==> config.mk <==
export PLATFORM = sky130hd
export DESIGN_NAME = iaid_cell
export DESIGN_NICKNAME = d
export VERILOG_FILES = /design/src/design/iaid_pkg.sv /design/src/design/iaid_cell.sv
export SDC_FILE = /design/constraint.sdc
export NUM_CORES = 1
export LEC_CHECK = 0
export CAP_MARGIN = 40
export CORE_MARGIN = 4
export CORE_UTILIZATION = 35
export DETAILED_ROUTE_END_ITERATION = 10
export DONT_BUFFER_PORTS = 1
export PLACE_DENSITY_LB_ADDON = 0.1
export SYNTH_ARGS = -nofsm -noshare
export SYNTH_HDL_FRONTEND = slang
export SYNTH_SLANG_ARGS = --single-unit
==> constraint.sdc <==
create_clock -name i_clk -period 1.57 [get_ports i_clk]
set_clock_uncertainty 0.1 [all_clocks]
set_input_delay 0.314 -clock i_clk [delete_from_list [all_inputs] [get_ports i_clk]]
set_output_delay 0.314 -clock i_clk [all_outputs]
set_load 0.05 [all_outputs]
==> src/design/iaid_pkg.sv <==
package iaid_pkg;

    localparam int DATA_W  = 32;
    localparam int POS_W   = 7;
    localparam int CMD_W   = 2;
    localparam int STAT_W  = 2;

    typedef logic signed [DATA_W-1:0] t_word;

    typedef enum logic [CMD_W-1:0] {
        CMD_CLEAR  = 2'd0,
        CMD_INSERT = 2'd1,
        CMD_DELETE = 2'd2,
        CMD_READ   = 2'd3
    } t_cmd;

    typedef enum logic [STAT_W-1:0] {
        ST_OK     = 2'd0,
        ST_BADPOS = 2'd1,
        ST_FULL   = 2'd2
    } t_status;

    typedef struct packed {
        logic [CMD_W-1:0] command;
        logic [POS_W-1:0] position;
        t_word            value;
    } t_in;

    typedef struct packed {
        logic [STAT_W-1:0] status;
        logic [POS_W-1:0]  element_count;
        t_word             read_value;
    } t_out;

    typedef struct packed {
        logic load;
        logic shift_up;
        logic shift_down;
        logic rd_sel;
    } t_cell_ctl;

endpackage

==> src/design/iaid_cell.sv <==
module iaid_cell (
    input  logic               i_clk,
    input  iaid_pkg::t_cell_ctl i_ctl,
    input  iaid_pkg::t_word    i_value,
    input  iaid_pkg::t_word    i_left,
    input  iaid_pkg::t_word    i_right,
    input  iaid_pkg::t_word    i_rd_chain,
    output iaid_pkg::t_word    o_data,
    output iaid_pkg::t_word    o_rd_chain
);
    import iaid_pkg::*;

    t_word r_data;
    t_word n_data;

    always_comb begin
        n_data = r_data;
        if (i_ctl.load) begin
            n_data = i_value;
        end else if (i_ctl.shift_up) begin
            n_data = i_left;
        end else if (i_ctl.shift_down) begin
            n_data = i_right;
        end
    end

    always_ff @(posedge i_clk) begin
        r_data <= n_data;
    end

    assign o_data     = r_data;
    assign o_rd_chain = i_rd_chain | (i_ctl.rd_sel ? r_data : t_word'(0));

endmodule

---- Yosys cells after proc, flatten, opt, wreduce, memory -nomap -nowiden ----
Index checks and enable logic that the tools add are counted.
word-level totals
  bits of input ports ..................... 133
  output and inout port bits .............. 64
  flip-flop bits (word level) ............. 32
operators by class
  bitwise gates (word level) .............. 1
  reduce and logical (&&, ||, !) cells .... 1
  muxes and demuxes ....................... 4
operator list
  cell                count
  two-way mux 32 bit  4
  bitwise OR 32 bit   1
  nonzero test 3 bit  1

---- Depth between registers and ports, before layout ----
  depth in word-level cells ............... 3
  mapped depth ............................ 4
  gate-level depth less buffers ........... 2

---- Worst setup path after synthesis ----
No wires, ideal clock.
  path kind ............................... input to register
  start point ............................. input i_ctl[2] in the netlist's numbering
  end point ............................... register r_data[0] (netlist: o_data[0]) (enable)
  path slack .............................. -153 ps
  library setup time ...................... 414 ps
  buffers on the path ..................... 1
  stages .................................. 2
  arrival ................................. 1209 ps
  cells stage by stage .................... buf_6 -> or3_1
between the ends
  word-level cells in the longest chain between the ends .. 1
RTL lines
  what                                 line             text
  start: declaration                   iaid_cell.sv:3   input iaid_pkg::t_cell_ctl i_ctl,
  nonzero test 3 bit (no source line)  n/a
  end signal: assignment               iaid_cell.sv:28  r_data <= n_data;
  end: declaration                     iaid_cell.sv:13  t_word r_data;
No other way between the ends.
A chain may end at the register's enable or synchronous reset.

---- Final worst setup path ----
  start point ............................. register r_data[31] (netlist: o_data[31])
  end point ............................... output o_rd_chain[31]
between the ends
  word-level cells in the longest chain between the ends .. 2
RTL lines
  what                line             text
  two-way mux 32 bit  iaid_cell.sv:32  assign o_rd_chain = i_rd_chain | (i_ctl.rd_sel ? r_data : t_word'(0));
  bitwise OR 32 bit   iaid_cell.sv:32
  end: declaration    iaid_cell.sv:9   output iaid_pkg::t_word o_rd_chain
No other way between the ends.

==> run_results.csv <==
group,metric,value,unit
outcome,status,"complete, no violations",
synth,synth_nets,308,
layout,design_area,2860,µm²
layout,antenna_cells,0,
floorplan,core_area,5240,µm²
clock_network,postCtsSetupBuffers,0,
setup_path,worstPathMaxFanout,2,
route,via_per_inst,5.27,
floorplan,die_y,82.2,µm
sta,fin_tns_setup,0,ns
route,drt_iter0_drc,36,
synth,synth_xor_area_share,0,%
setup_path,critPathRequiredTime,1.16,ns
synth,synthSimpleGateAreaFrac,6.55,%
synth,synthTopCellsByCount,"a21o_1 (32), edfxtp_1 (32), mux2i_1 (32), nand2_1 (32), o21ai_1 (30)",
clock_network,clock_sinks,32,
synth,synth_top_area_share,49.8,%
clock_network,ctsResizeCount,0,
layout,drive_gt1_share,30.9,%
setup_path,cp.arrival,1.07,ns
setup_path,criticalPathCategory,"reg2out",
route,routed.top_layer,"met4",
sta,timing.fmax,672,MHz
synth,yosysSeqAreaShare,49.8,%
sta,slew_viol_final,0,
placement,globalplace.congestion,0.685,
route,finalWirelength,5650,µm
placement,portBuffers,0,
setup_path,worst_path_max_delay_cell,"edfxtp_1",
global_route,grt_pass1_vias,1700,
placement,post-place-ws,0.247,ns
setup_path,crit_buf_inv,1,
placement,placed_cell_area,2780,µm²
global_route,grt.overflow.total,0,
setup_path,critPathCaptureType,"output pin",
sta,worst_slew_pin_slew,0.425,ns
sta,rsz0062_at_grt,"no",
route,wl_met3,631,µm
route,avgRoutedWirePerCell,18.6,µm
pwr,ir_drop,0.463,mV
synth,avgSynthCellArea,11.0,µm²
sta,hold_slack,0.131,ns
synth,synth-edff-count,32,
floorplan,die-area,6760,µm²
clock_network,ctsHoldBuffers,0,
synth,ys.flop_type,"edfxtp_1",
floorplan,ioPinCount,197,
synth,synthAdderAreaFrac,0,%
sta,hold_viol,0,
route,num_vias,1596,
sta,slew_headroom,71.6,%
route,wl_met2,3020,µm
synth,ys.warnings.count,0,
synth,synth_compound_area_share,20.8,%
setup_path,crit_family,"flip-flops",
setup_path,crit_path_start_kind,"register",
route,wl_met1,1960,µm
pwr,p_leak,1.35,nW
worst_hold_path,hold_class,"in2reg",
synth,yosysTopAreaCell,"edfxtp_1",
floorplan,row_count,26,
sta,setup_ws,0.0823,ns
global_route,grt_max_degree,66,
clock_network,cts_buffer_depth,2,
worst_hold_path,min_to,"o_data[30]$_DFFE_PP_",
clock_network,root_buffer,"clkbuf_8",
synth,syn_area,1930,µm²
synth,syn_inst,175,
placement,hpwl,4530,µm
global_route,antenna_found_initial,0,
synth,yosysUniqueCellTypes,11,
worst_hold_path,holdPathStages,2,
sta,setup-violations-final,0,
sta,fin_crit_sh,94.8,%
global_route,grt_pass1_wl,7970,µm
layout,fin_util,54.7,%
setup_path,cp_slowest_stage_delay,0.42,ns
clock_network,cts_buffers,5,
clock_network,path_clk_slew,0.07,ns
route,first_pass_iters,4,
floorplan,die_w,82.2,µm
synth,synthMuxAreaShare,16.6,%
synth,ys_async_sr_fraction,0,%
layout,layout.nets,365,
synth,synth_top_family_by_area,"compound AO/OA/AOI/OAI gates",
clock_network,htreeDepth,2,
synth,ys_ff_latch,32,
route,final_antenna_net_count,0,
layout,largest_reg_flops,32,
pwr,powerDensity,1030,nW/µm²
worst_hold_path,worstHoldStart,"i_ctl[3]",
route,remaining_drc_errors,0,
global_route,grt_use_total,15.7,%
layout,syn_to_final_growth,48.5,%
job,cap_violations,0,
setup_path,path_cells,"a21o_1 -> buf_12",
sta,min_period,1.49,ns
synth,synth.area.top_cells,"edfxtp_1 (50%), mux2i_1 (17%), a21o_1 (12%)",
clock_network,cts_tree,"done",
floorplan,start_util,36.8,%
## how the worst max path moves through the flow
stage | endpoint | from | cells after the start
global placement | o_data[12]$_DFFE_PP_ | i_ctl[2] | 1
CTS | o_rd_chain[5] | o_data[5]$_DFFE_PP_ | 2
detailed placement | o_data[12]$_DFFE_PP_ | i_ctl[2] | 1
finish | o_rd_chain[31] | o_data[31]$_DFFE_PP_ | 2
global route | o_rd_chain[31] | o_data[31]$_DFFE_PP_ | 2
floorplan | o_rd_chain[0] | o_data[0]$_DFFE_PP_ | 1
## cell families (layout without fill, tap and decap cells)
group,after synthesis,count (layout)
multiplexers,32,32
AO/OA/AOI/OAI,64,64
AND/OR/NAND/NOR,33,33
flip-flops,32,32
buffers and inverters,14,72
## placed cells by master (no fill, tap or decap)
cell      netlist  routed
mux2i_1        32      32
nand2_1        32      32
a21o_1         32      32
edfxtp_1       32      32
buf_12          3      32
buf_4           0      32
o21ai_1        30      30
clkbuf_8        0       5
o21ai_0         2       2
clkinv_2        0       2
or3_4           0       1
clkinv_1        0       1
## power by group
part           switching [mW]  internal [mW]
clock network           0.289          0.300
registers              0.0562           1.06
logic                   0.758          0.480
total                    1.10           1.84
## routing by layer
layer | track usage, % | vias up
li1 | - | 756
met1 | 16.8 | 719
met2 | 28.6 | 119
met3 | 5.53 | 2
met4 | 4.98 | 0
met5 | 0 | -
## cell type report
type | instances | area, µm²
flip-flops and latches | 32 | 961
fillers | 454 | 2370
well taps | 70 | 87.6
multi-input cells | 129 | 852
clock buffers | 5 | 68.8
repair buffers | 64 | 881
clock inverters | 3 | 13.8
## stage by stage
stage,power (mW),cells
final,2.94,303
after global routing,3.07,303
after CTS,2.99,303
after detailed placement,2.38,295
after global placement,2.37,295
after floorplan,1.94,175
Power figures use the tool's default switching activity.
